<file path="src/design/icm_pkg.sv">
// Package for the innovation consistency monitor: widths, constants, operand codes,
// state and control types, and the multiply-term schedule.
// No dependencies; every other design file imports it.
package icm_pkg;

  localparam int LIMB_W     = 32;
  localparam int ACC_W      = 192;
  localparam int AMAG_W     = 96;
  localparam int BMAG_W     = 64;
  localparam int S_W        = 34;
  localparam int C_W        = 72;
  localparam int P_W        = 64;
  localparam int NIS_W      = 40;
  localparam int QUOT_W     = 40;
  localparam int CFG_IDX_W  = 3;
  localparam int NUM_TERMS  = 27;
  localparam int TERM_IDX_W = 5;

  localparam logic [NIS_W-1:0] SINGULAR_NIS = 40'd65536000000;
  localparam logic [ACC_W-1:0] DET_EPS_RAW  = 192'd281;

  localparam logic [CFG_IDX_W-1:0] CFG_NOISE_XX   = 3'd0;
  localparam logic [CFG_IDX_W-1:0] CFG_NOISE_XY   = 3'd1;
  localparam logic [CFG_IDX_W-1:0] CFG_NOISE_XZ   = 3'd2;
  localparam logic [CFG_IDX_W-1:0] CFG_NOISE_YY   = 3'd3;
  localparam logic [CFG_IDX_W-1:0] CFG_NOISE_YZ   = 3'd4;
  localparam logic [CFG_IDX_W-1:0] CFG_NOISE_ZZ   = 3'd5;
  localparam logic [CFG_IDX_W-1:0] CFG_NIS_LIMIT  = 3'd6;
  localparam logic [CFG_IDX_W-1:0] CFG_ANIS_LIMIT = 3'd7;

  typedef enum logic [4:0] {
    OP_SXX, OP_SXY, OP_SXZ, OP_SYY, OP_SYZ, OP_SZZ,
    OP_EX, OP_EY, OP_EZ,
    OP_C00, OP_C01, OP_C02, OP_C11, OP_C12, OP_C22,
    OP_PXX, OP_PYY, OP_PZZ, OP_PXY, OP_PXZ, OP_PYZ,
    OP_DET, OP_NUM
  } opnd_e;

  typedef enum logic [3:0] {
    ST_IDLE, ST_TERM_START, ST_TERM_WAIT, ST_TERM_NEXT, ST_CHECK, ST_DIV_WAIT,
    ST_WIN_READ, ST_WIN_WRITE, ST_AVG_START, ST_AVG_WAIT, ST_FINISH
  } state_e;

  typedef struct packed {
    opnd_e a_sel;
    opnd_e b_sel;
    logic  neg;
    logic  dbl;
    logic  first;
    logic  last;
    opnd_e dest;
  } term_t;

  typedef struct packed {
    logic start;
    logic neg;
    logic dbl;
    logic first;
  } mac_cmd_t;

  typedef struct packed {
    logic rd;
    logic wr;
  } win_ctrl_t;

  // Schedule of signed product terms: cofactors, determinant, innovation
  // products, then the quadratic form.
  function automatic term_t term_entry(input logic [TERM_IDX_W-1:0] idx);
    term_t t;
    t = '{OP_SXX, OP_SXX, 1'b0, 1'b0, 1'b1, 1'b1, OP_NUM};
    unique case (idx)
      5'd0:  t = '{OP_SYY, OP_SZZ, 1'b0, 1'b0, 1'b1, 1'b0, OP_C00};
      5'd1:  t = '{OP_SYZ, OP_SYZ, 1'b1, 1'b0, 1'b0, 1'b1, OP_C00};
      5'd2:  t = '{OP_SXZ, OP_SYZ, 1'b0, 1'b0, 1'b1, 1'b0, OP_C01};
      5'd3:  t = '{OP_SXY, OP_SZZ, 1'b1, 1'b0, 1'b0, 1'b1, OP_C01};
      5'd4:  t = '{OP_SXY, OP_SYZ, 1'b0, 1'b0, 1'b1, 1'b0, OP_C02};
      5'd5:  t = '{OP_SXZ, OP_SYY, 1'b1, 1'b0, 1'b0, 1'b1, OP_C02};
      5'd6:  t = '{OP_SXX, OP_SZZ, 1'b0, 1'b0, 1'b1, 1'b0, OP_C11};
      5'd7:  t = '{OP_SXZ, OP_SXZ, 1'b1, 1'b0, 1'b0, 1'b1, OP_C11};
      5'd8:  t = '{OP_SXZ, OP_SXY, 1'b0, 1'b0, 1'b1, 1'b0, OP_C12};
      5'd9:  t = '{OP_SXX, OP_SYZ, 1'b1, 1'b0, 1'b0, 1'b1, OP_C12};
      5'd10: t = '{OP_SXX, OP_SYY, 1'b0, 1'b0, 1'b1, 1'b0, OP_C22};
      5'd11: t = '{OP_SXY, OP_SXY, 1'b1, 1'b0, 1'b0, 1'b1, OP_C22};
      5'd12: t = '{OP_C00, OP_SXX, 1'b0, 1'b0, 1'b1, 1'b0, OP_DET};
      5'd13: t = '{OP_C01, OP_SXY, 1'b0, 1'b0, 1'b0, 1'b0, OP_DET};
      5'd14: t = '{OP_C02, OP_SXZ, 1'b0, 1'b0, 1'b0, 1'b1, OP_DET};
      5'd15: t = '{OP_EX,  OP_EX,  1'b0, 1'b0, 1'b1, 1'b1, OP_PXX};
      5'd16: t = '{OP_EY,  OP_EY,  1'b0, 1'b0, 1'b1, 1'b1, OP_PYY};
      5'd17: t = '{OP_EZ,  OP_EZ,  1'b0, 1'b0, 1'b1, 1'b1, OP_PZZ};
      5'd18: t = '{OP_EX,  OP_EY,  1'b0, 1'b0, 1'b1, 1'b1, OP_PXY};
      5'd19: t = '{OP_EX,  OP_EZ,  1'b0, 1'b0, 1'b1, 1'b1, OP_PXZ};
      5'd20: t = '{OP_EY,  OP_EZ,  1'b0, 1'b0, 1'b1, 1'b1, OP_PYZ};
      5'd21: t = '{OP_C00, OP_PXX, 1'b0, 1'b0, 1'b1, 1'b0, OP_NUM};
      5'd22: t = '{OP_C11, OP_PYY, 1'b0, 1'b0, 1'b0, 1'b0, OP_NUM};
      5'd23: t = '{OP_C22, OP_PZZ, 1'b0, 1'b0, 1'b0, 1'b0, OP_NUM};
      5'd24: t = '{OP_C01, OP_PXY, 1'b0, 1'b1, 1'b0, 1'b0, OP_NUM};
      5'd25: t = '{OP_C02, OP_PXZ, 1'b0, 1'b1, 1'b0, 1'b0, OP_NUM};
      5'd26: t = '{OP_C12, OP_PYZ, 1'b0, 1'b1, 1'b0, 1'b1, OP_NUM};
      default: t = '{OP_SXX, OP_SXX, 1'b0, 1'b0, 1'b1, 1'b1, OP_NUM};
    endcase
    return t;
  endfunction

endpackage

</file>
<file path="src/design/icm_divider.sv">
// Shared restoring divider: 40-bit quotient of two unsigned 192-bit values,
// one bit per cycle, saturating when the quotient does not fit.
// Depends on icm_pkg.
module icm_divider (
  input  logic                            clk_i,
  input  logic                            rst_ni,
  input  logic                            start_i,
  input  logic [icm_pkg::ACC_W-1:0]       num_i,
  input  logic [icm_pkg::ACC_W-1:0]       den_i,
  output logic                            done_o,
  output logic [icm_pkg::QUOT_W-1:0]      quot_o
);
  import icm_pkg::*;

  logic              busy_q, done_q;
  logic [5:0]        cnt_q;
  logic [ACC_W-1:0]  r_q, d_q, dn;
  logic [QUOT_W-1:0] q_q;
  logic              ge_full, ge_step;

  assign dn      = d_q >> 1;
  assign ge_full = (r_q >= d_q);
  assign ge_step = (r_q >= dn);

  always_ff @(posedge clk_i or negedge rst_ni) begin
    if (!rst_ni) begin
      busy_q <= 1'b0;
      done_q <= 1'b0;
      cnt_q  <= '0;
    end else begin
      done_q <= 1'b0;
      if (start_i) begin
        busy_q <= 1'b1;
        cnt_q  <= '0;
      end else if (busy_q) begin
        if ((cnt_q == 6'd0 && ge_full) || cnt_q == 6'(QUOT_W)) begin
          busy_q <= 1'b0;
          done_q <= 1'b1;
        end else begin
          cnt_q <= cnt_q + 6'd1;
        end
      end
    end
  end

  always_ff @(posedge clk_i) begin
    if (start_i) begin
      r_q <= num_i;
      d_q <= den_i << QUOT_W;
      q_q <= '0;
    end else if (busy_q) begin
      if (cnt_q == 6'd0) begin
        if (ge_full) begin
          q_q <= '1;
        end
      end else begin
        d_q <= dn;
        if (ge_step) begin
          r_q <= r_q - dn;
          q_q <= {q_q[QUOT_W-2:0], 1'b1};
        end else begin
          q_q <= {q_q[QUOT_W-2:0], 1'b0};
        end
      end
    end
  end

  assign done_o = done_q;
  assign quot_o = q_q;

endmodule

</file>
<file path="config.mk">
export PLATFORM = sky130hd
export DESIGN_NAME = icm_divider
export DESIGN_NICKNAME = d
export VERILOG_FILES = /design/src/design/icm_pkg.sv /design/src/design/icm_divider.sv
export SDC_FILE = /design/constraint.sdc
export NUM_CORES = 1
export LEC_CHECK = 0
export BUFFER_PORTS_ARGS = -buffer_cell sky130_fd_sc_hd__buf_2
export CAP_MARGIN = 20
export CORE_MARGIN = 3
export CORE_UTILIZATION = 55
export CTS_CLUSTER_DIAMETER = 200
export DETAILED_ROUTE_END_ITERATION = 6
export GPL_TIMING_DRIVEN = 0
export PLACE_DENSITY = 0.79
export SKIP_CTS_REPAIR_TIMING = 1
export SLEW_MARGIN = 20
export SYNTH_ARGS = -nofsm -noshare
export SYNTH_HDL_FRONTEND = slang
export SYNTH_SLANG_ARGS = --single-unit
</file>
<file path="constraint.sdc">
create_clock -name clk_i -period 18 [get_ports clk_i]
set_input_delay 1.8 -clock clk_i [delete_from_list [all_inputs] [get_ports clk_i]]
set_output_delay 1.8 -clock clk_i [all_outputs]
set_load 0.02 [all_outputs]
</file>
* Word-level counts from Yosys, hierarchy flattened
Index checks and enable logic that the tools add are counted.
Word-level totals: logic and storage cells 45, memory bits (writable) 0, latch bits 0, memory bits (read-only) 0, memories 0, register bits after elaboration 432, output and inout port bits 41, bits of input ports 387
Operators by class: div/mod/pow operators 0, reduce and logical (&&, ||, !) cells 10, magnitude comparators 2, bitwise operators 1, muxes and demuxes 19, add/sub/neg operators 2, $mul 0, eq/ne operators 4, shifts and indexed selects 0
Operator list (count):
- two-way mux 192 bit | 7
- greater-or-equal comparator 192 x 191 -> 1 bit | 1
- greater-or-equal comparator 192 bit | 1
- subtractor 192 x 191 -> 192 bit | 1
- two-way mux 40 bit | 2
- two-way mux 6 bit | 3
- AND reduction 2 bit | 4
- two-way mux 1 bit | 7
- adder 6 x 1 -> 6 bit, second input constant | 1
- == test 6 bit, second input constant | 1
- logical NOT 6 bit | 1
- != test 2 bit, second input constant | 3
- nonzero test 2 bit | 2
- AND reduction 3 bit | 1
- logical AND 1 bit | 1
- logical OR 1 bit | 1
- NOT 1 bit | 1

* Depth between registers and ports, before layout
depth after elaboration 6, depth in mapped cells 15, mapped depth without buffers 15

* Least setup slack after synthesis
OpenSTA, ideal clock, no wires.
path type register -> register, start point register r_q[35], end point register r_q[0] (enable), period minus slack after synthesis 17193 ps, data required time 16990 ps, setup time 1010 ps, buffers on the path 1, slack 807 ps, cell stages (with the launch flop) 15, arrival time 16183 ps, cells stage by stage edfxtp_1 ha_1 clkbuf_1 nand4_1 nor4_1 nand3_1 a21oi_1 o41ai_1 a31oi_1 a211oi_1 o221ai_1 a31oi_1 o21ai_0 a41oi_1 o21ai_0
On the way: cells in the longest elaborated chain, start to end 3
Ends and longest elaborated chain:
- from (decl) | RTL line icm_divider.sv:17 | logic [ACC_W-1:0] r_q, d_q, dn;
- from (signal assigned) | RTL line icm_divider.sv:48 | r_q <= num_i;
- from (signal assigned) | RTL line icm_divider.sv:59 | r_q <= r_q - dn;
- greater-or-equal comparator 192 x 191 -> 1 bit | RTL line icm_divider.sv:23 | assign ge_step = (r_q >= dn);
- nonzero test 2 bit (no line)
- AND reduction 3 bit (no line)
Every way passes these cells. A chain may end at the register's enable or synchronous reset.

* Worst setup path after layout
start point register r_q[15], end point register r_q[85] (enable)
The elaborated chain is that of the path after synthesis.

==> results.md <==
* Outcome: completed
* Rel. slew slack at 19.4%
* Hold crit path type: reg2reg
* Root Buffer: clkbuf_16
* Post-Place Worst Slack at 11.51 ns
* Clk pwr share at 11.4%
* Area delta synth->final at 14.3%
* H-Tree Depth at 2
* Die X at 261 um
* TritonCTS Buffers at 49
* Total global routing overflow at 0
* I/O Pins at 428
* Final Skew at 0.0263 ns
* Switching Fraction at 51.6%
* Initial Util at 55.7%
* First-pass GRT wire length at 186000 um
* Worst Setup SP: r_q[15]
* Type of origin of the critical path: flip-flop
* Most frequent cells in the layout: 690 x nand2_1, 433 x a21oi_1, 392 x buf_2, 386 x o21ai_0, 385 x ha_1
* Final worst slack at 11.23 ns
* Worst path arrival time at 7.14 ns
* CP Capture Type: flip-flop
* IO Port Bufs at 386
* Synth Area in XOR/XNOR at 4.52%
* Logic pwr share at 68.7%
* HPWL Detailed at 99900 um
* P_sw at 4.94 mW
* Main combinational cell family by area after synthesis: compound AO/OA/AOI/OAI gates
* Drt first pass iters at 6
* Nets at 5547
* Reg2Reg Setup Slack at 11.23 ns
* Final WL at 124000 um
* Simple logic cell fraction of the synthesized area at 16.5%
* Remaining antenna violation count at 0
* Gate count after technology mapping at 4324
* Vias per inst at 6.27
* Leading area contributor after synthesis: edfxtp_1
* Max Freq at 148 MHz
* Post-Syn Nets at 5097
* EDFF count, synth at 344
* CTS tree: done
* Initial detailed-routing violation count at 3894
* Vias at 35600
* Clock Path Buffers at 3
* Leakage at 17.2 nW
* Max_cap viols at 0
* Yosys reg bits at 432
* Sequential power share at 19.9%
* Synth Flop Type: edfxtp_1
* Max-slew violations at 0
* # DRC at 0
* Clock Sink Count at 432
* Multiplexer area fraction after synthesis at 0.178%
* CP Max Fanout at 24
* FF-to-FF End: r_q[85]
* # fillers at 5655
* Seq/Total Area, Yosys at 33.8%
* Die area at 0.0683 mm2
* WS Path Type: reg2reg
* Worst Path Required at 18.37 ns
* Vias in the first global route at 33200
* Adder-cell share of the synthesized area at 13.5%
* R2R cell count at 17
* RSZ-0062 raised after global routing: false
* Clk Latency, worst-skew pair at 0.63 ns
* Fin. Hold Viols at 0
* Pwr/cell area at 233 mW/mm2
* Worst vdd ir at 0.139 mV
* Synth Area per Inst at 8.30 um2
* Finished Layout Cells at 5676
* Routed WL per cell at 21.8 um
* Min Tclk post-route at 6.77 ns
* Post-synth cell types at 88
* Internal power at 4.63 mW
* Largest net degree at the start of global routing at 47
* Period utilisation layout at 37.6%
* Core Area at 0.0645 mm2
* Top cell type's share of synthesized area at 28.8%
* Post-Synthesis Cell Area at 0.0359 mm2
* Asr flop ratio synth at 1.85%
* Num rows at 93
* Critical path destination: r_q[85]
* Total track usage at 35.0%
* Placed cell count at 5578
* Layout cells sized above 1 at 11.3%
* Top cells by area, synth: edfxtp_1 29%, ha_1 13%, nand2_1 7.2%
* RePlAce Congestion at 1.03
* Worst r2r src: r_q[15]
* Compound-Gate Fraction of Synth Area at 25.7%
* Reg clk slew, reported paths at 0.06 ns
* Final setup fails at 0
* YS warnings at 0
* Slew @ Worst Pin at 1.21 ns
* Initial antenna violation count at 5
* Die height at 261 um
* Commonest non-fill, non-tap cell in the layout: nand2_1
cell families (layout without fill, tap and decap cells):
family,Yosys count,count (layout)
compound gates,1480,1480
simple gates,1307,1307
buf+inv,528,1019
flops,432,432
fa+ha+maj,386,386
xor+xnor,185,185
mux,6,6
other cells,0,6
worst min path at each step:
stage	to	depth (start not counted)	start	slack, ns
final	d_q[20]	2	d_q[21]	0.46
after detailed placement	d_q[34]	2	d_q[35]	0.46
after CTS	d_q[20]	2	d_q[21]	0.47
after floorplan	d_q[0]	2	d_q[0]	0.44
after global placement	d_q[4]	2	d_q[5]	0.45
after global routing	d_q[6]	2	d_q[6]	0.49
power groups by stage:
stage	Combinational (mW)	Sequential [mW]	Clock, mW
global placement	6.16	2.07	0
finish	6.57	1.91	1.09
global route	7.18	1.94	1.14
floorplan	4.48	1.99	0
detailed placement	6.33	1.91	0
CTS	6.38	1.90	1.10
cell usage after synthesis, types with 80 or more instances:
| master | instances |
|---|---|
| nand2_1 | 691 |
| a21oi_1 | 433 |
| o21ai_0 | 387 |
| ha_1 | 385 |
| edfxtp_1 | 344 |
| inv_1 | 292 |
| clkbuf_1 | 207 |
| nor2_1 | 203 |
| a21o_1 | 186 |
| o31ai_1 | 170 |
| nand4_1 | 157 |
| xnor2_1 | 121 |
| o21bai_1 | 87 |
| dfxtp_1 | 80 |
critical path, stage by stage, from the launching register on:
cell and delay, ns:
edfxtp_1 0.41, ha_1 0.41, a21oi_1 0.27, o21ai_0 0.25, a221oi_1 0.45, nor3b_1 0.13
o41ai_1 1.05, a31oi_1 0.26, a211oi_1 0.55, o221ai_1 0.43, a31oi_1 0.35, o21ai_0 0.20
a41oi_1 0.65, o21ai_4 0.31, buf_16 0.27, buf_16 0.16, buf_8 0.16, buf_16 0.17
per-layer routing:
layer | track usage [%] | vias up | share of wire, %
met4 | 13.3 | 0 | 4.2
met5 | 0 | - | 0
met3 | 6.60 | 257 | 10
met2 | 54.5 | 1739 | 44
met1 | 48.2 | 16800 | 42
li1 | - | 16800 | -
area by class of cell:
| type | count | area (um2) | area share [%] |
|---|---|---|---|
| Antenna cell | 6 | 15.0 | 0.0366 |
| Clock buffer | 60 | 1350 | 3.29 |
| Inverter | 293 | 1100 | 2.68 |
| Buffer | 235 | 977 | 2.38 |
| Sequential cell | 432 | 12100 | 29.6 |
| Multi-Input combinational cell | 3364 | 21700 | 52.9 |
| Clock inverter | 32 | 385 | 0.940 |
| Tap cell | 855 | 1070 | 2.61 |
| Timing Repair Buffer | 399 | 2270 | 5.54 |
flip-flops by register name, summed over array words and instances (netlist names):
register	cells
busy_q	1
cnt_q	6
r_q	192
quot_o	40
done_o	1
d_q	192
stage by stage:
step | utilization, % | hold slack, ns | total power, mW | setup TNS, ns | cell area, um2
after floorplan | - | 0.440 | 6.48 | 0 | 35900
after global placement | 60.3 | 0.455 | 8.23 | -1554.97 | 38900
after detailed placement | 60.9 | 0.462 | 8.24 | 0 | 39200
after CTS | 63.6 | 0.471 | 9.38 | 0 | 41000
after global routing | 63.6 | 0.493 | 10.3 | 0 | 41000
final | 63.6 | 0.464 | 9.57 | 0 | 41000
Note: power is estimated with default switching activity, not from simulation.
