## src/design/icm_pkg.sv

```systemverilog
// Package for the innovation consistency monitor: widths, constants, operand codes,
// state and control types, and the multiply-term schedule.
// No dependencies; every other design file imports it.
package icm_pkg;

  localparam int LIMB_W     = 32;
  localparam int ACC_W      = 192;
  localparam int AMAG_W     = 96;
  localparam int BMAG_W     = 64;
  localparam int S_W        = 34;
  localparam int C_W        = 72;
  localparam int P_W        = 64;
  localparam int NIS_W      = 40;
  localparam int QUOT_W     = 40;
  localparam int CFG_IDX_W  = 3;
  localparam int NUM_TERMS  = 27;
  localparam int TERM_IDX_W = 5;

  localparam logic [NIS_W-1:0] SINGULAR_NIS = 40'd65536000000;
  localparam logic [ACC_W-1:0] DET_EPS_RAW  = 192'd281;

  localparam logic [CFG_IDX_W-1:0] CFG_NOISE_XX   = 3'd0;
  localparam logic [CFG_IDX_W-1:0] CFG_NOISE_XY   = 3'd1;
  localparam logic [CFG_IDX_W-1:0] CFG_NOISE_XZ   = 3'd2;
  localparam logic [CFG_IDX_W-1:0] CFG_NOISE_YY   = 3'd3;
  localparam logic [CFG_IDX_W-1:0] CFG_NOISE_YZ   = 3'd4;
  localparam logic [CFG_IDX_W-1:0] CFG_NOISE_ZZ   = 3'd5;
  localparam logic [CFG_IDX_W-1:0] CFG_NIS_LIMIT  = 3'd6;
  localparam logic [CFG_IDX_W-1:0] CFG_ANIS_LIMIT = 3'd7;

  typedef enum logic [4:0] {
    OP_SXX, OP_SXY, OP_SXZ, OP_SYY, OP_SYZ, OP_SZZ,
    OP_EX, OP_EY, OP_EZ,
    OP_C00, OP_C01, OP_C02, OP_C11, OP_C12, OP_C22,
    OP_PXX, OP_PYY, OP_PZZ, OP_PXY, OP_PXZ, OP_PYZ,
    OP_DET, OP_NUM
  } opnd_e;

  typedef enum logic [3:0] {
    ST_IDLE, ST_TERM_START, ST_TERM_WAIT, ST_TERM_NEXT, ST_CHECK, ST_DIV_WAIT,
    ST_WIN_READ, ST_WIN_WRITE, ST_AVG_START, ST_AVG_WAIT, ST_FINISH
  } state_e;

  typedef struct packed {
    opnd_e a_sel;
    opnd_e b_sel;
    logic  neg;
    logic  dbl;
    logic  first;
    logic  last;
    opnd_e dest;
  } term_t;

  typedef struct packed {
    logic start;
    logic neg;
    logic dbl;
    logic first;
  } mac_cmd_t;

  typedef struct packed {
    logic rd;
    logic wr;
  } win_ctrl_t;

  // Schedule of signed product terms: cofactors, determinant, innovation
  // products, then the quadratic form.
  function automatic term_t term_entry(input logic [TERM_IDX_W-1:0] idx);
    term_t t;
    t = '{OP_SXX, OP_SXX, 1'b0, 1'b0, 1'b1, 1'b1, OP_NUM};
    unique case (idx)
      5'd0:  t = '{OP_SYY, OP_SZZ, 1'b0, 1'b0, 1'b1, 1'b0, OP_C00};
      5'd1:  t = '{OP_SYZ, OP_SYZ, 1'b1, 1'b0, 1'b0, 1'b1, OP_C00};
      5'd2:  t = '{OP_SXZ, OP_SYZ, 1'b0, 1'b0, 1'b1, 1'b0, OP_C01};
      5'd3:  t = '{OP_SXY, OP_SZZ, 1'b1, 1'b0, 1'b0, 1'b1, OP_C01};
      5'd4:  t = '{OP_SXY, OP_SYZ, 1'b0, 1'b0, 1'b1, 1'b0, OP_C02};
      5'd5:  t = '{OP_SXZ, OP_SYY, 1'b1, 1'b0, 1'b0, 1'b1, OP_C02};
      5'd6:  t = '{OP_SXX, OP_SZZ, 1'b0, 1'b0, 1'b1, 1'b0, OP_C11};
      5'd7:  t = '{OP_SXZ, OP_SXZ, 1'b1, 1'b0, 1'b0, 1'b1, OP_C11};
      5'd8:  t = '{OP_SXZ, OP_SXY, 1'b0, 1'b0, 1'b1, 1'b0, OP_C12};
      5'd9:  t = '{OP_SXX, OP_SYZ, 1'b1, 1'b0, 1'b0, 1'b1, OP_C12};
      5'd10: t = '{OP_SXX, OP_SYY, 1'b0, 1'b0, 1'b1, 1'b0, OP_C22};
      5'd11: t = '{OP_SXY, OP_SXY, 1'b1, 1'b0, 1'b0, 1'b1, OP_C22};
      5'd12: t = '{OP_C00, OP_SXX, 1'b0, 1'b0, 1'b1, 1'b0, OP_DET};
      5'd13: t = '{OP_C01, OP_SXY, 1'b0, 1'b0, 1'b0, 1'b0, OP_DET};
      5'd14: t = '{OP_C02, OP_SXZ, 1'b0, 1'b0, 1'b0, 1'b1, OP_DET};
      5'd15: t = '{OP_EX,  OP_EX,  1'b0, 1'b0, 1'b1, 1'b1, OP_PXX};
      5'd16: t = '{OP_EY,  OP_EY,  1'b0, 1'b0, 1'b1, 1'b1, OP_PYY};
      5'd17: t = '{OP_EZ,  OP_EZ,  1'b0, 1'b0, 1'b1, 1'b1, OP_PZZ};
      5'd18: t = '{OP_EX,  OP_EY,  1'b0, 1'b0, 1'b1, 1'b1, OP_PXY};
      5'd19: t = '{OP_EX,  OP_EZ,  1'b0, 1'b0, 1'b1, 1'b1, OP_PXZ};
      5'd20: t = '{OP_EY,  OP_EZ,  1'b0, 1'b0, 1'b1, 1'b1, OP_PYZ};
      5'd21: t = '{OP_C00, OP_PXX, 1'b0, 1'b0, 1'b1, 1'b0, OP_NUM};
      5'd22: t = '{OP_C11, OP_PYY, 1'b0, 1'b0, 1'b0, 1'b0, OP_NUM};
      5'd23: t = '{OP_C22, OP_PZZ, 1'b0, 1'b0, 1'b0, 1'b0, OP_NUM};
      5'd24: t = '{OP_C01, OP_PXY, 1'b0, 1'b1, 1'b0, 1'b0, OP_NUM};
      5'd25: t = '{OP_C02, OP_PXZ, 1'b0, 1'b1, 1'b0, 1'b0, OP_NUM};
      5'd26: t = '{OP_C12, OP_PYZ, 1'b0, 1'b1, 1'b0, 1'b1, OP_NUM};
      default: t = '{OP_SXX, OP_SXX, 1'b0, 1'b0, 1'b1, 1'b1, OP_NUM};
    endcase
    return t;
  endfunction

endpackage

```

## src/design/icm_window.sv

```systemverilog
// Sliding window of recent NIS values: entry memory, head pointer, fill count
// and running sum.
// Depends on icm_pkg.
module icm_window #(
  parameter  int DEPTH  = 16,
  localparam int FILL_W = $clog2(DEPTH + 1),
  localparam int HEAD_W = (DEPTH > 1) ? $clog2(DEPTH) : 1,
  localparam int SUM_W  = icm_pkg::NIS_W + $clog2(DEPTH)
) (
  input  logic                        clk_i,
  input  logic                        rst_ni,
  input  icm_pkg::win_ctrl_t          ctrl_i,
  input  logic [icm_pkg::NIS_W-1:0]   nis_i,
  output logic [SUM_W-1:0]            sum_o,
  output logic [FILL_W-1:0]           fill_o
);
  import icm_pkg::*;

  logic [NIS_W-1:0]  mem_q [DEPTH];
  logic [NIS_W-1:0]  rdata_q;
  logic [HEAD_W-1:0] head_q;
  logic [FILL_W-1:0] fill_q;
  logic [SUM_W-1:0]  sum_q;
  logic              full;

  assign full = (fill_q == FILL_W'(DEPTH));

  always_ff @(posedge clk_i) begin
    if (ctrl_i.rd) begin
      rdata_q <= mem_q[head_q];
    end
    if (ctrl_i.wr) begin
      mem_q[head_q] <= nis_i;
    end
  end

  always_ff @(posedge clk_i or negedge rst_ni) begin
    if (!rst_ni) begin
      head_q <= '0;
      fill_q <= '0;
      sum_q  <= '0;
    end else if (ctrl_i.wr) begin
      sum_q <= sum_q - (full ? SUM_W'(rdata_q) : '0) + SUM_W'(nis_i);
      if (!full) begin
        fill_q <= fill_q + FILL_W'(1);
      end
      head_q <= (head_q == HEAD_W'(DEPTH - 1)) ? '0 : head_q + HEAD_W'(1);
    end
  end

  assign sum_o  = sum_q;
  assign fill_o = fill_q;

endmodule

```

## config.mk

```make
export PLATFORM = sky130hd
export DESIGN_NAME = icm_window
export DESIGN_NICKNAME = d
export VERILOG_FILES = /design/src/design/icm_pkg.sv /design/src/design/icm_window.sv
export SDC_FILE = /design/constraint.sdc
export NUM_CORES = 1
export LEC_CHECK = 0
export ABC_AREA = 0
export ABC_CLOCK_PERIOD_IN_PS = 4100
export CORE_UTILIZATION = 45
export DETAILED_ROUTE_END_ITERATION = 8
export DONT_BUFFER_PORTS = 1
export PLACE_DENSITY = 0.6
export SLEW_MARGIN = 0
export SYNTH_ARGS = -nofsm -noshare
export SYNTH_HDL_FRONTEND = slang
export SYNTH_SLANG_ARGS = --single-unit
```

## constraint.sdc

```tcl
create_clock -name clk_i -period 4.1 [get_ports clk_i]
set_input_delay 0.615 -clock clk_i [delete_from_list [all_inputs] [get_ports clk_i]]
set_output_delay 0.615 -clock clk_i [all_outputs]
set_load 0.05 [all_outputs]
```

# Word level (Yosys, flattened, before mapping)
# Memory sizes are Yosys's and may differ from the RTL's. A register that Yosys moved wholly into a read port is not among the register bits.
# Index checks and enable logic that the tools add are counted.
# W data, S select, Z words.
word_totals:
  memories: 1
  regBits: 53
  ramBits: 640
  wordCells: 16
  in_bits: 44
  latch_bits: 0
  out_inout_bits: 49
  mem_bits_ro: 0
mem_list:
  columns: ["memory", "words", "width", "rd", "rd_ports_with_merged_regs", "write_ports", "line", "text"]
  rows:
  - ["mem_q", 16, 40, 1, 1, 1, "icm_window.sv:19", "logic [NIS_W-1:0] mem_q [DEPTH];"]
op_classes:
  shift: 0
  bitwise: 1
  magnitude_cmp: 0
  div: 0
  n_mux: 4
  add_sub_neg: 4
  reduce_logical: 1
  eq_ne: 2
  mul: 0
ops:
  columns: ["cell", "n"]
  rows:
  - ["$add A44 B40 Y44", 1]
  - ["$sub A44 B40 Y44", 1]
  - ["$mux W40", 1]
  - ["$add A5 B1 Y5 const B", 1]
  - ["$eq A5 B5 Y1 const B", 1]
  - ["$add A4 B1 Y4 const B", 1]
  - ["$eq A4 B4 Y1 const B", 1]
  - ["$mux W4", 1]
  - ["$mux W1", 2]
  - ["$reduce_and A2 Y1", 1]
  - ["$not A1 Y1", 1]

# Depth between registers and ports, before layout
logic_depth:
  ltp_word: 4
  ltp_mapped: 18
  mapped_depth_nobuf: 17

# Least setup slack after synthesis
# OpenSTA, ideal clock, no wires.
synth_path:
  kind: "input to register"
  startpoint: "input port ctrl_i[0] (netlist name)"
  endpoint: "memory mem_q[11][0] (enable)"
  setup_slack_ns: -0.697
  path_buffers: 2
  setup_time_ns: 0.495
  t_required_ns: 3.605
  stages: 4
  arrival_time_ns: 4.302
  path_cell_list: "clkbuf_1 clkbuf_1 nand2_1 nor3b_1"
synth_via:
  elab_chain_len: 2
synth_rtl:
  columns: ["item", "line", "text"]
  rows:
  - ["from (decl)", "icm_window.sv:12", "input icm_pkg::win_ctrl_t ctrl_i,"]
  - ["$mux W1", "icm_window.sv:32", "if (ctrl_i.wr) begin"]
  - ["$mux W1 (not written as such)", "icm_window.sv:33", "mem_q[head_q] <= nis_i;"]
  - ["to (decl)", "icm_window.sv:19", null]
# Every way passes these cells.

# Worst setup path in the final report
layout_path:
  startpoint: "register fill_q[0] (netlist: fill_o[0])"
  endpoint: "register sum_q[43] (netlist: sum_o[43])"
layout_via:
  elab_chain_len: 4
layout_rtl:
  columns: ["item", "line", "text"]
  rows:
  - ["from (decl)", "icm_window.sv:22", "logic [FILL_W-1:0] fill_q;"]
  - ["from (signal assigned)", "icm_window.sv:45", "fill_q <= fill_q + FILL_W'(1);"]
  - ["$eq A5 B5 Y1", "icm_window.sv:26", "assign full = (fill_q == FILL_W'(DEPTH));"]
  - ["$mux W40", "icm_window.sv:43", "sum_q <= sum_q - (full ? SUM_W'(rdata_q) : '0) + SUM_W'(nis_i);"]
  - ["$sub A44 B40 Y44", "icm_window.sv:43", null]
  - ["$add A44 B40 Y44", "icm_window.sv:43", null]
  - ["to (signal assigned)", "icm_window.sv:43", null]
  - ["to (decl)", "icm_window.sv:23", "logic [SUM_W-1:0] sum_q;"]
# Every way passes these cells.
# A chain may end at the register's enable or synchronous reset.

==> metrics.md <==
| Metric | Value |
|---|---|
| Final Skew | 0.0195 ns |
| Worst Setup EP | sum_o[43] |
| Final setup fails | 0 |
| Cell Area, Synth | 31400 sq um |
| Die H | 266 um |
| Post-synth EDFFs | 680 |
| Maxcap violations | 0 |
| Final Cell Area | 36000 sq um |
| CTS Root Cell | clkbuf_16 |
| Share of cells above drive strength 1 | 25.3% |
| CP cell instances | inv_1 -> ha_1 -> nor4bb_4 -> buf_12 -> and2_1 -> fa_1 -> inv_1 -> ha_4 -> and4_1 -> and3_1 -> o21ai_2 -> a21oi_4 -> a31oi_4 -> o221a_4 -> o41ai_4 -> mux2i_1 -> xor2_1 |
| CP peak stage delay | 0.48 ns |
| CTS tree | yes |
| R2R Setup Slk | 0.15 ns |
| Fin crit share | 96.3% |
| Register area share after synthesis | 69.2% |
| Max_slew headroom | 18.9% |
| Drt total wl | 71800 um |
| Count of different cell masters after synthesis | 57 |
| Core Box Area | between 60000 and 70000 sq um |
| R2r endpoint | sum_o[43] |
| Most common cell after layout, fill and taps aside | edfxtp_1 |
| Via-per-instance ratio | 5.58 |
| Routability cong. | roughly 0.9 |
| Kind of critical path | reg -> reg |
| RR Startpoint | fill_o[0] |
| Slew Limit Fails | 0 |
| Critical path startpoint category | register |
| CP max FO | 21 |
| Register area | between 20000 and 25000 sq um |
| Clk sinks | 733 |
| Switch share | 35.2% |
| Cells after synthesis | between 1500 and 2000 |
| CP arrival | about 4.5 ns |
| First-pass GRT wire length | 107000 um |
| Gr usage total | about 21% |
| Vias | 15800 |
| Slowest cell on crit path | fa_1 |
| 1st-pass router iterations | 7 |
| Antenna-violating nets left | 0 |
| DRC violations left | 0 |
| IO buf count | 0 |
| Vias in the first global route | between 15000 and 20000 |
| CP required | 4.64 ns |
| Min-Delay Path Class | in -> reg |
| Crit path from | fill_o[0] |
| Leak Pwr | ~13 nW |
| Critical Path Sink Type | register |
| FILL cells | 5483 |
| Congestion Overflow GR | 0 |
| Multi-input logic area | around 8900 sq um |
| Max Clk Rate | 0.253 GHz |
| Clk slew on worst S/H paths | 0.06 ns |
| Final hold vios | 0 |
| NumNets Final | 1980 |
| I/O pin total | 93 |
| Clk pwr share | 24.0% |
| # H-tree levels | 3 |
| Post-synth ARST share | 7.23% |
| Commonest cells after routing, fill and taps aside | edfxtp_1 (680), mux4_2 (200), inv_1 (178) |
| P_int | 18.5 mW |
| Largest net degree at the start of global routing | 94 |
| Status | complete, no violations |
| Per-cell routed wire length | 25.3 um |
| DR iter-0 viols | 1334 |
| Mean Syn Cell Area | 18.2 sq um |
| Crit path top cell by count | inv_1 |
| Power Density | just under 800 nW/um^2 |
| Syn Nets | ~1900 |
| Main flop type after synthesis | edfxtp_1 |
| Switching Power | 10.1 mW |
| Die Area | between 70000 and 80000 sq um |
| Clk buf depth | 3 |
| Initial core utilization | 45.6% |
| Die X-Extent | 266 um |
| Worst-skew pair later-pin latency | around 0.62 ns |
| Synth warn | 0 |
| Post-layout min period | between 3 and 4 ns |
| Final setup TNS | 0 ns |
| Placed inst area | 33200 sq um |
| Number of synthesized register bits | 733 |
| Seq pwr share | 35.4% |
| Area Overhead vs Synth | 14.5% |
| Logic pwr share | 40.6% |
| N_diodes | 0 |
| Total CTS buffers | 79 |
| Initial antenna violation count | 0 |
| Reg2reg path depth | 17 |
| Actual slew at the worst max-slew pin | 1.22 ns |
| VDD IR max | 0.671 mV |
| RSZ-0062 raised after global routing | yes |
| Row count | 96 |
| DP HPWL | 43000 um |
-- cell families after synthesis --
group	share of synthesized area [%]
and+or+nand+nor	3.35
buffers and inverters	3.02
muxes	14.8
adders and majority gates	4.54
DFF	69.2
xor gates and xnor gates	1.09
AOI/OAI and AO/OA	3.94
-- repair_timing --
action,4_1_cts,5_1_grt
pin swaps,0,5
endpoints found under the setup margin,2,16
gates resized for setup,1,30
hold buffers,2,0
buffers inserted,0,5
hold endpoints to repair,53,0
-- state kept, by name, indices dropped and copies added (netlist names) --
signal,count
fill_o,5
head_q,4
mem_q,640
rdata_q,40
sum_o,44
-- per-stage QoR --
stage | setup slack, ns | instances | power (mW) | hold slack, ns | util, %
CTS | 0.00878 | 2837 | 28.5 | 0.0540 | 52.0
floorplan | -0.697 | 1728 | 18.2 | 0.319 | -
finish | 0.154 | 2842 | 28.6 | 0.0889 | 52.3
global route | -0.0266 | 2842 | 30.1 | 0.0636 | 52.3
global placement | -0.0328 | 2689 | 21.6 | 0.327 | 48.3
detailed placement | -0.0404 | 2689 | 21.6 | 0.328 | 48.3
-- per-layer routing --
layer,GRT usage [%],part of all wire (%),vias up
met5,0,0,-
met4,5.87,2.1,0
met3,3.48,5.1,103
met2,33.9,49,394
met1,29.0,43,8389
li1,-,-,6962
-- critical path, delay by kind of cell (launching register included) --
family                     cells  cell delay [ns]
muxes                          1             0.25
DFF                            1             0.36
xor gates and xnor gates       1             0.16
adders and majority gates      3             0.94
buffers and inverters          3             0.27
and+or+nand+nor                4             0.70
AOI/OAI and AO/OA              5             1.14
-- power by group through the flow --
stage          clock (mW)  sequential (mW)  combinational, mW
3_5_place_dp            0             10.3               11.3
4_1_cts              6.99             10.2               11.4
6_report             6.86             10.1               11.6
3_3_place_gp            0             10.3               11.3
5_1_grt              7.25             10.2               12.6
2_1_floorplan           0             10.7               7.51
-- synth_stat cells (all sizes together) (2+ instances only) --
cell | instances | share of area [%]
edfxtp | 680 | 65
o41ai | 4 | 0.18
buf | 28 | 0.35
a21oi | 65 | 1.1
a31oi | 2 | 0.088
o221a | 2 | 0.10
xor2 | 11 | 0.31
ha | 50 | 2.0
mux2i | 14 | 0.45
mux4 | 200 | 14
nand3 | 13 | 0.21
o21a | 6 | 0.14
and2 | 53 | 1.1
a211oi | 3 | 0.072
o311ai | 3 | 0.084
and4 | 3 | 0.084
nor3b | 2 | 0.048
o21bai | 12 | 0.29
o21ai | 51 | 0.84
nand2b | 5 | 0.10
nand4 | 14 | 0.28
a21o | 18 | 0.43
nor4 | 2 | 0.040
or3 | 4 | 0.080
a21boi | 2 | 0.048
inv | 180 | 2.2
dfrtp | 53 | 4.2
o2111ai | 2 | 0.056
nor2 | 34 | 0.41
a211o | 3 | 0.084
o31ai | 5 | 0.12
and3 | 6 | 0.12
nor3 | 8 | 0.13
nand2 | 63 | 0.75
fa | 40 | 2.5
xnor2 | 28 | 0.78
clkbuf | 43 | 0.51
o211ai | 4 | 0.096
a31o | 3 | 0.084
-- final cells by class --
type / count / share of cell area (%)
well taps: 931 / 3.24
multi-input cells: 744 / 24.7
clock inverters: 50 / 1.01
repair buffers: 108 / 2.66
inverters: 180 / 1.88
clock buffers: 96 / 5.97
flip-flops and latches: 733 / 60.5
-- how the worst min path moves through the flow --
stage	depth (start not counted)	end	startpoint	slack, ns
detailed placement	0	sum_o[34]	rst_ni	0.33
floorplan	0	fill_o[0]	rst_ni	0.32
finish	0	mem_q[14][22]	nis_i[22]	0.09
global placement	0	sum_o[34]	rst_ni	0.33
global route	0	mem_q[6][8]	nis_i[8]	0.06
CTS	0	mem_q[6][8]	nis_i[8]	0.05
(Power assumes the default switching activity.)
