==> config.mk <==
export PLATFORM = sky130hd
export DESIGN_NAME = icm_mac
export DESIGN_NICKNAME = d
export VERILOG_FILES = /design/src/design/icm_pkg.sv /design/src/design/icm_mac.sv
export SDC_FILE = /design/constraint.sdc
export NUM_CORES = 2
export LEC_CHECK = 0
export ABC_CLOCK_PERIOD_IN_PS = 13360
export BUFFER_PORTS_ARGS = -buffer_cell sky130_fd_sc_hd__buf_2
export CAP_MARGIN = 20
export CELL_PAD_IN_SITES_DETAIL_PLACEMENT = 1
export CELL_PAD_IN_SITES_GLOBAL_PLACEMENT = 1
export CORE_MARGIN = 2
export CORE_UTILIZATION = 40
export DETAILED_ROUTE_END_ITERATION = 12
export GPL_TIMING_DRIVEN = 0
export PLACE_DENSITY_LB_ADDON = 0.05
export SLEW_MARGIN = 10
export SYNTH_ARGS = -nofsm -noshare
export SYNTH_HDL_FRONTEND = slang
export SYNTH_SLANG_ARGS = --single-unit
==> constraint.sdc <==
create_clock -name clk_i -period 13.36 [get_ports clk_i]
set_input_delay 0.668 -clock clk_i [delete_from_list [all_inputs] [get_ports clk_i]]
set_output_delay 0.668 -clock clk_i [all_outputs]
set_load 0.005 [all_outputs]
==> src/design/icm_pkg.sv <==
// Package for the innovation consistency monitor: widths, constants, operand codes,
// state and control types, and the multiply-term schedule.
// No dependencies; every other design file imports it.
package icm_pkg;

  localparam int LIMB_W     = 32;
  localparam int ACC_W      = 192;
  localparam int AMAG_W     = 96;
  localparam int BMAG_W     = 64;
  localparam int S_W        = 34;
  localparam int C_W        = 72;
  localparam int P_W        = 64;
  localparam int NIS_W      = 40;
  localparam int QUOT_W     = 40;
  localparam int CFG_IDX_W  = 3;
  localparam int NUM_TERMS  = 27;
  localparam int TERM_IDX_W = 5;

  localparam logic [NIS_W-1:0] SINGULAR_NIS = 40'd65536000000;
  localparam logic [ACC_W-1:0] DET_EPS_RAW  = 192'd281;

  localparam logic [CFG_IDX_W-1:0] CFG_NOISE_XX   = 3'd0;
  localparam logic [CFG_IDX_W-1:0] CFG_NOISE_XY   = 3'd1;
  localparam logic [CFG_IDX_W-1:0] CFG_NOISE_XZ   = 3'd2;
  localparam logic [CFG_IDX_W-1:0] CFG_NOISE_YY   = 3'd3;
  localparam logic [CFG_IDX_W-1:0] CFG_NOISE_YZ   = 3'd4;
  localparam logic [CFG_IDX_W-1:0] CFG_NOISE_ZZ   = 3'd5;
  localparam logic [CFG_IDX_W-1:0] CFG_NIS_LIMIT  = 3'd6;
  localparam logic [CFG_IDX_W-1:0] CFG_ANIS_LIMIT = 3'd7;

  typedef enum logic [4:0] {
    OP_SXX, OP_SXY, OP_SXZ, OP_SYY, OP_SYZ, OP_SZZ,
    OP_EX, OP_EY, OP_EZ,
    OP_C00, OP_C01, OP_C02, OP_C11, OP_C12, OP_C22,
    OP_PXX, OP_PYY, OP_PZZ, OP_PXY, OP_PXZ, OP_PYZ,
    OP_DET, OP_NUM
  } opnd_e;

  typedef enum logic [3:0] {
    ST_IDLE, ST_TERM_START, ST_TERM_WAIT, ST_TERM_NEXT, ST_CHECK, ST_DIV_WAIT,
    ST_WIN_READ, ST_WIN_WRITE, ST_AVG_START, ST_AVG_WAIT, ST_FINISH
  } state_e;

  typedef struct packed {
    opnd_e a_sel;
    opnd_e b_sel;
    logic  neg;
    logic  dbl;
    logic  first;
    logic  last;
    opnd_e dest;
  } term_t;

  typedef struct packed {
    logic start;
    logic neg;
    logic dbl;
    logic first;
  } mac_cmd_t;

  typedef struct packed {
    logic rd;
    logic wr;
  } win_ctrl_t;

  // Schedule of signed product terms: cofactors, determinant, innovation
  // products, then the quadratic form.
  function automatic term_t term_entry(input logic [TERM_IDX_W-1:0] idx);
    term_t t;
    t = '{OP_SXX, OP_SXX, 1'b0, 1'b0, 1'b1, 1'b1, OP_NUM};
    unique case (idx)
      5'd0:  t = '{OP_SYY, OP_SZZ, 1'b0, 1'b0, 1'b1, 1'b0, OP_C00};
      5'd1:  t = '{OP_SYZ, OP_SYZ, 1'b1, 1'b0, 1'b0, 1'b1, OP_C00};
      5'd2:  t = '{OP_SXZ, OP_SYZ, 1'b0, 1'b0, 1'b1, 1'b0, OP_C01};
      5'd3:  t = '{OP_SXY, OP_SZZ, 1'b1, 1'b0, 1'b0, 1'b1, OP_C01};
      5'd4:  t = '{OP_SXY, OP_SYZ, 1'b0, 1'b0, 1'b1, 1'b0, OP_C02};
      5'd5:  t = '{OP_SXZ, OP_SYY, 1'b1, 1'b0, 1'b0, 1'b1, OP_C02};
      5'd6:  t = '{OP_SXX, OP_SZZ, 1'b0, 1'b0, 1'b1, 1'b0, OP_C11};
      5'd7:  t = '{OP_SXZ, OP_SXZ, 1'b1, 1'b0, 1'b0, 1'b1, OP_C11};
      5'd8:  t = '{OP_SXZ, OP_SXY, 1'b0, 1'b0, 1'b1, 1'b0, OP_C12};
      5'd9:  t = '{OP_SXX, OP_SYZ, 1'b1, 1'b0, 1'b0, 1'b1, OP_C12};
      5'd10: t = '{OP_SXX, OP_SYY, 1'b0, 1'b0, 1'b1, 1'b0, OP_C22};
      5'd11: t = '{OP_SXY, OP_SXY, 1'b1, 1'b0, 1'b0, 1'b1, OP_C22};
      5'd12: t = '{OP_C00, OP_SXX, 1'b0, 1'b0, 1'b1, 1'b0, OP_DET};
      5'd13: t = '{OP_C01, OP_SXY, 1'b0, 1'b0, 1'b0, 1'b0, OP_DET};
      5'd14: t = '{OP_C02, OP_SXZ, 1'b0, 1'b0, 1'b0, 1'b1, OP_DET};
      5'd15: t = '{OP_EX,  OP_EX,  1'b0, 1'b0, 1'b1, 1'b1, OP_PXX};
      5'd16: t = '{OP_EY,  OP_EY,  1'b0, 1'b0, 1'b1, 1'b1, OP_PYY};
      5'd17: t = '{OP_EZ,  OP_EZ,  1'b0, 1'b0, 1'b1, 1'b1, OP_PZZ};
      5'd18: t = '{OP_EX,  OP_EY,  1'b0, 1'b0, 1'b1, 1'b1, OP_PXY};
      5'd19: t = '{OP_EX,  OP_EZ,  1'b0, 1'b0, 1'b1, 1'b1, OP_PXZ};
      5'd20: t = '{OP_EY,  OP_EZ,  1'b0, 1'b0, 1'b1, 1'b1, OP_PYZ};
      5'd21: t = '{OP_C00, OP_PXX, 1'b0, 1'b0, 1'b1, 1'b0, OP_NUM};
      5'd22: t = '{OP_C11, OP_PYY, 1'b0, 1'b0, 1'b0, 1'b0, OP_NUM};
      5'd23: t = '{OP_C22, OP_PZZ, 1'b0, 1'b0, 1'b0, 1'b0, OP_NUM};
      5'd24: t = '{OP_C01, OP_PXY, 1'b0, 1'b1, 1'b0, 1'b0, OP_NUM};
      5'd25: t = '{OP_C02, OP_PXZ, 1'b0, 1'b1, 1'b0, 1'b0, OP_NUM};
      5'd26: t = '{OP_C12, OP_PYZ, 1'b0, 1'b1, 1'b0, 1'b1, OP_NUM};
      default: t = '{OP_SXX, OP_SXX, 1'b0, 1'b0, 1'b1, 1'b1, OP_NUM};
    endcase
    return t;
  endfunction

endpackage

==> src/design/icm_mac.sv <==
// Shared multiply-accumulate unit: one 32x32 limb multiplier builds a signed product
// term limb by limb and adds it into a 192-bit accumulator.
// Depends on icm_pkg.
module icm_mac (
  input  logic                                 clk_i,
  input  logic                                 rst_ni,
  input  icm_pkg::mac_cmd_t                    cmd_i,
  input  logic signed [icm_pkg::AMAG_W-1:0]    a_i,
  input  logic signed [icm_pkg::BMAG_W-1:0]    b_i,
  output logic                                 done_o,
  output logic        [icm_pkg::ACC_W-1:0]     acc_o
);
  import icm_pkg::*;

  logic                    busy_q, pv_q, done_q;
  logic [2:0]              cnt_q;
  logic [AMAG_W-1:0]       ma_q;
  logic [BMAG_W-1:0]       mb_q;
  logic                    neg_q, dbl_q, first_q;
  logic [2*LIMB_W-1:0]     prod_q;
  logic [1:0]              psh_q;
  logic [ACC_W-1:0]        pacc_q, acc_q;

  logic [LIMB_W-1:0]       limb_a, limb_b;
  logic [2*LIMB_W-1:0]     mul_w;
  logic [ACC_W-1:0]        shifted, term, sterm, base;
  logic [AMAG_W-1:0]       mag_a;
  logic [BMAG_W-1:0]       mag_b;

  always_comb begin
    case (cnt_q[2:1])
      2'd0:    limb_a = ma_q[LIMB_W-1:0];
      2'd1:    limb_a = ma_q[2*LIMB_W-1:LIMB_W];
      2'd2:    limb_a = ma_q[3*LIMB_W-1:2*LIMB_W];
      default: limb_a = '0;
    endcase
    limb_b  = cnt_q[0] ? mb_q[2*LIMB_W-1:LIMB_W] : mb_q[LIMB_W-1:0];
    mul_w   = limb_a * limb_b;
    shifted = {{(ACC_W-2*LIMB_W){1'b0}}, prod_q} << {psh_q, 5'b00000};
    term    = dbl_q ? {pacc_q[ACC_W-2:0], 1'b0} : pacc_q;
    sterm   = neg_q ? (~term + ACC_W'(1)) : term;
    base    = first_q ? '0 : acc_q;
    mag_a   = a_i[AMAG_W-1] ? AMAG_W'(-a_i) : AMAG_W'(a_i);
    mag_b   = b_i[BMAG_W-1] ? BMAG_W'(-b_i) : BMAG_W'(b_i);
  end

  always_ff @(posedge clk_i or negedge rst_ni) begin
    if (!rst_ni) begin
      busy_q <= 1'b0;
      cnt_q  <= '0;
      pv_q   <= 1'b0;
      done_q <= 1'b0;
    end else begin
      done_q <= 1'b0;
      if (cmd_i.start) begin
        busy_q <= 1'b1;
        cnt_q  <= '0;
        pv_q   <= 1'b0;
      end else if (busy_q) begin
        pv_q <= (cnt_q < 3'd6);
        if (cnt_q == 3'd7) begin
          busy_q <= 1'b0;
          done_q <= 1'b1;
        end else begin
          cnt_q <= cnt_q + 3'd1;
        end
      end
    end
  end

  always_ff @(posedge clk_i) begin
    if (cmd_i.start) begin
      ma_q    <= mag_a;
      mb_q    <= mag_b;
      neg_q   <= cmd_i.neg ^ a_i[AMAG_W-1] ^ b_i[BMAG_W-1];
      dbl_q   <= cmd_i.dbl;
      first_q <= cmd_i.first;
      pacc_q  <= '0;
    end else if (busy_q) begin
      if (cnt_q < 3'd6) begin
        prod_q <= mul_w;
        psh_q  <= cnt_q[2:1] + {1'b0, cnt_q[0]};
      end
      if (pv_q) begin
        pacc_q <= pacc_q + shifted;
      end
      if (cnt_q == 3'd7) begin
        acc_q <= base + sterm;
      end
    end
  end

  assign done_o = done_q;
  assign acc_o  = acc_q;

endmodule

* Yosys cells after proc, flatten, opt, wreduce, memory -nomap -nowiden
Cells that the tools add are included.
** Storage, ports and cells
- Flip-flop bits (word level) :: 619
- Input port bits :: 166
- Output and inout port bits :: 193
- Word-level logic and storage cells :: 57
** Cells by class
- Add/sub/neg operators :: 7
- $mul :: 1
- Order comparisons :: 1
- Eq/ne operators :: 4
- Shifts and indexed selects :: 1
- Mux-type cells :: 18
- Bitwise logic cells :: 4
- Reductions and logical operators :: 6
** Operators with widths (count)
- 2-to-1 mux 192 bit :: 3
- adder 192 bit :: 2
- adder 192 x 1 -> 192 bit (second input constant) :: 1
- inverter 192 bit :: 1
- left shift 64 x 7 -> 192 bit :: 1
- negator 96 bit :: 1
- one-hot mux 32 bit (3 select lines) :: 1
- 2-to-1 mux 95 bit :: 1
- multiplier 32 x 32 -> 64 bit :: 1
- negator 64 bit :: 1
- 2-to-1 mux 63 bit :: 1
- 2-to-1 mux 32 bit :: 1
- 2-to-1 mux 3 bit :: 3
- 2-to-1 mux 1 bit :: 8
- AND reduction 3 bit :: 2
- AND reduction 2 bit :: 2
- adder 3 x 1 -> 3 bit (second input constant) :: 1
- equality test 3 bit (second input constant) :: 1
- less-than comparator 3 bit (second input constant) :: 1
- adder 2 x 1 -> 2 bit :: 1
- equality test 2 x 1 -> 1 bit (second input constant) :: 1
- equality test 2 bit (second input constant) :: 1
- logical NOT 2 bit :: 1
- inequality test 2 bit (second input constant) :: 1
- 3 further kinds :: 4

* Depth between registers and ports, before layout
- Depth in word-level cells :: 5
- Depth in mapped cells :: 45
- Depth with buffers taken out :: 35

* Worst setup path after synthesis
No wires, ideal clock.
- Kind :: reg-to-reg
- From :: reg dbl_q
- To :: reg acc_q[177] (netlist: acc_o[177]), data pin
- Library setup time :: 265 ps
- Arrival :: 10011 ps
- Data required time :: 13095 ps
- Slack :: 3085 ps
- Cell stages (with the launch flop) :: 43
- Path buffers :: 15
- Period minus slack after synthesis :: 10275 ps
- Path through :: edfxtp_1 clkbuf_1 buf_2 buf_2 buf_2 clkbuf_1 buf_2 buf_1 buf_2 buf_1 buf_2 buf_2 buf_2 clkbuf_1 clkbuf_1 mux2i_1 ha_1 nand2b_1 [... 7 more ...] or3_1 a21o_1 a22o_1 a21oi_1 ha_1 clkbuf_1 nand2_1 nor4_1 o21ai_0 a2111oi_0 nand2_1 o21ai_0 a21oi_1 o21ai_0 a21boi_0 o21ai_0 a41oi_1 xnor2_1
** On the way
- Longest elaborated chain between the ends :: 5
** RTL lines
- start, declared :: RTL line icm_mac.sv:19 : logic neg_q, dbl_q, first_q;
- start signal, assigned :: RTL line icm_mac.sv:76 : dbl_q <= cmd_i.dbl;
- 2-to-1 mux 192 bit (*) :: RTL line icm_mac.sv:40 : term = dbl_q ? {pacc_q[ACC_W-2:0], 1'b0} : pacc_q;
- inverter 192 bit :: RTL line icm_mac.sv:41 : sterm = neg_q ? (~term + ACC_W'(1)) : term;
- adder 192 x 1 -> 192 bit :: RTL line icm_mac.sv:41
- 2-to-1 mux 192 bit (*) :: RTL line icm_mac.sv:41
- adder 192 bit (*) :: RTL line icm_mac.sv:88 : acc_q <= base + sterm;
- end signal, assigned :: RTL line icm_mac.sv:88
- end, declared :: RTL line icm_mac.sv:22 : logic [ACC_W-1:0] pacc_q, acc_q;
Mark *: on every way between the ends. The rest lies on a longest branch, timed or not.
A chain may end at the register's enable or synchronous reset.

* Final worst setup path
- From :: reg dbl_q
- To :: reg acc_q[189] (netlist: acc_o[189]), data pin
The elaborated chain is that of the path after synthesis.

==> flow_summary.yaml <==
placement:
  dp.cells: 14700
  routabilityCongestion: 1.01
  port-buffer-count: 357
  dp_hpwl_mm: 378
critical_path:
  crit_top_cell: "buf_2"
  cp-end-kind: "flop"
  cp_max_fo: 19
  cp_slowest_stage_delay_ns: 0.69
  arrival_ns: 13.55
  crit_family: "simple AND/OR/NAND/NOR gates"
  slowest_stage: "nor4_1"
  crit_required_ns: 13.84
  crit_type: "reg2reg"
  path_buf_inv: 11
  critPathLaunchType: "flop"
global_routing:
  antenna_found_initial: 6
  grt_max_degree: 85
  grt_pass1_vias: 89600
  track_usage: 0.372
  grt.overflow.total: 0
  grt_pass1_wl_mm: 628
synthesis:
  synth_area_um2: 91000
  post-synth-top-count-cell: "nand2_1"
  yosys.area.top_type: "fa_1"
  syn_inst: 11200
  async_flop_share: 0.00969
  syn_nets: 12900
  synthTopCellsByArea: "fa_1 20%, edfxtp_1 14%, ha_1 8.5%"
  ys_types: 90
  syn_area_per_cell_um2: 8.09
  yosysWarningCount: 0
  synth_top_area_frac: 0.198
  synth_common_cells: "1380 x nand2_1, 1168 x nor2_1, 1103 x inv_1, 991 x a21oi_1, 898 x fa_1"
  synth_top_flop_cell: "edfxtp_1"
  ys_ff_latch: 619
  ys_seq_area_frac: 0.183
  synth_edf_count: 421
timing:
  setup_viol: 0
  max-slew-margin-rel: 0.132
  fin_worst_skew_ns: 0.0725
  maxSlewViolCount: 0
  fin_crit_sh: 0.979
  period_minus_slack_ns: 13.08
  max_freq_mhz: 76.5
  hold_viol_final: 0
  worst_pin_slew_ns: 1.30
clock_network:
  cts_tree: "done"
  cts_setup_buffers: 0
  clkTransAtPathRegs_ns: 0.06
  cts-buffers-inserted: 82
  insertion_delay_ns: 0.79
  cts.sinks: 619
  htree_levels: 3
  cts-root-buf: "clkbuf_16"
  clk_path_buf_depth: 3
cells_and_area:
  drive_gt1_frac: 0.0633
  ff_latch_area_um2: 16600
  finalNonFillerCells: 14800
  nFillCells: 27600
  multi_input_area_um2: 68200
  syn2layout_area_growth_pct: 10.5
  fin_nets: 13400
die:
  die_w_um: 481
  coreArea_um2: 227000
  dieArea_um2: 231000
  start_util: 0.401
  io_pins: 359
  rows: 175
  die_h_um: 481
run:
  cap_violations: 0
min_path:
  hold_class: "in2reg"
drt:
  wl_per_cell_um: 29.6
  viasPerCell: 5.88
  antenna_left: 0
  dr.pass1.iters: 6
  dr.first_iter.drc_count: 6542
  wirelength_mm: 439
  vias: 87300
  drc: 0
run_status:
  status: "completed"
## metrics by stage
step | setup WS, ns | hold WS, ns | cell area [µm²] | util | setup TNS [ns]
2_1_floorplan | 3.08 | 0.372 | 91000 | - | 0
3_3_place_gp | -5.45 | 0.478 | 96500 | 0.425 | -484.13
3_5_place_dp | -4.08 | 0.494 | 97500 | 0.430 | -301.82
4_1_cts | 0.0178 | 0.0982 | 100000 | 0.443 | 0
5_1_grt | -0.0208 | 0.127 | 100000 | 0.443 | -0.0208
6_report | 0.283 | 0.148 | 100000 | 0.443 | 0
## final timing paths
check / start / endpoint / slack (ns) / cells after the start
worst max-delay path: dbl_q / acc_o[189] / 0.28 / 39
worst min-delay path: b_i[0] / mb_q[0] / 0.15 / 1
worst max register to register: dbl_q / acc_o[189] / 0.28 / 39
worst min register to register: pv_q / pv_q / 0.51 / 1
max in group asynchronous: rst_ni / cnt_q[0] / 12.84 / 2
min in group asynchronous: rst_ni / done_o / 0.31 / 2
## cell type report
type | count | share of cell area
Antenna cell | 4 | 0.0000996
Buffer | 580 | 0.0223
Multi-Input combinational cell | 8941 | 0.678
Inverter | 1104 | 0.0412
Clock inverter | 47 | 0.00603
Sequential cell | 619 | 0.166
Tap cell | 3009 | 0.0375
Timing Repair Buffer | 423 | 0.0265
Clock buffer | 107 | 0.0225
## flip-flops by register name (all words and copies together), names as in the netlist
register	cells
acc_o	192
busy_q	1
cnt_q	3
dbl_q	1
done_o	1
first_q	1
ma_q	96
mb_q	64
neg_q	1
pacc_q	192
prod_q	64
psh_q	2
pv_q	1
## layer usage
metal  share of wire  global-route usage  wire (µm)  vias up
met4           0.086               0.269      38000        2
met2            0.45               0.593     197000     3143
li1                -                   -          -    39200
met3           0.054              0.0375      23700      857
met1            0.41               0.470     180000    44000
met5        0.000027                   0         12        -
## placed cells by master, fill, tap and decap left out, drive strengths merged, types with 294 or more instances in the layout
cell	n
inv	1113
xnor2	451
xor2	294
nand2	1380
ha	619
buf	487
fa	898
edfxtp	421
clkbuf	621
a21oi	991
o21ai	548
nor2	1169
nor2b	356
## kinds of logic (layout without fill, tap and decap cells)
kind of cell	after synthesis	count (layout)	share of synthesized area
mux	175	175	0.0197
other cells	0	4	0
flops	619	619	0.183
fa+ha+maj	1517	1517	0.283
xor+xnor	745	745	0.0717
simple gates	3950	3950	0.200
compound gates	2554	2554	0.173
buf+inv	1688	2261	0.0700
## timing repair
item,in CTS,in global routing
setup endpoints to repair,143,24
hold buffers,2,0
gates resized for setup,15,16
hold endpoints to repair,7,0
Power is not shown: default switching activity piles up to over one toggle a cycle in this logic, so the estimate is an artifact.
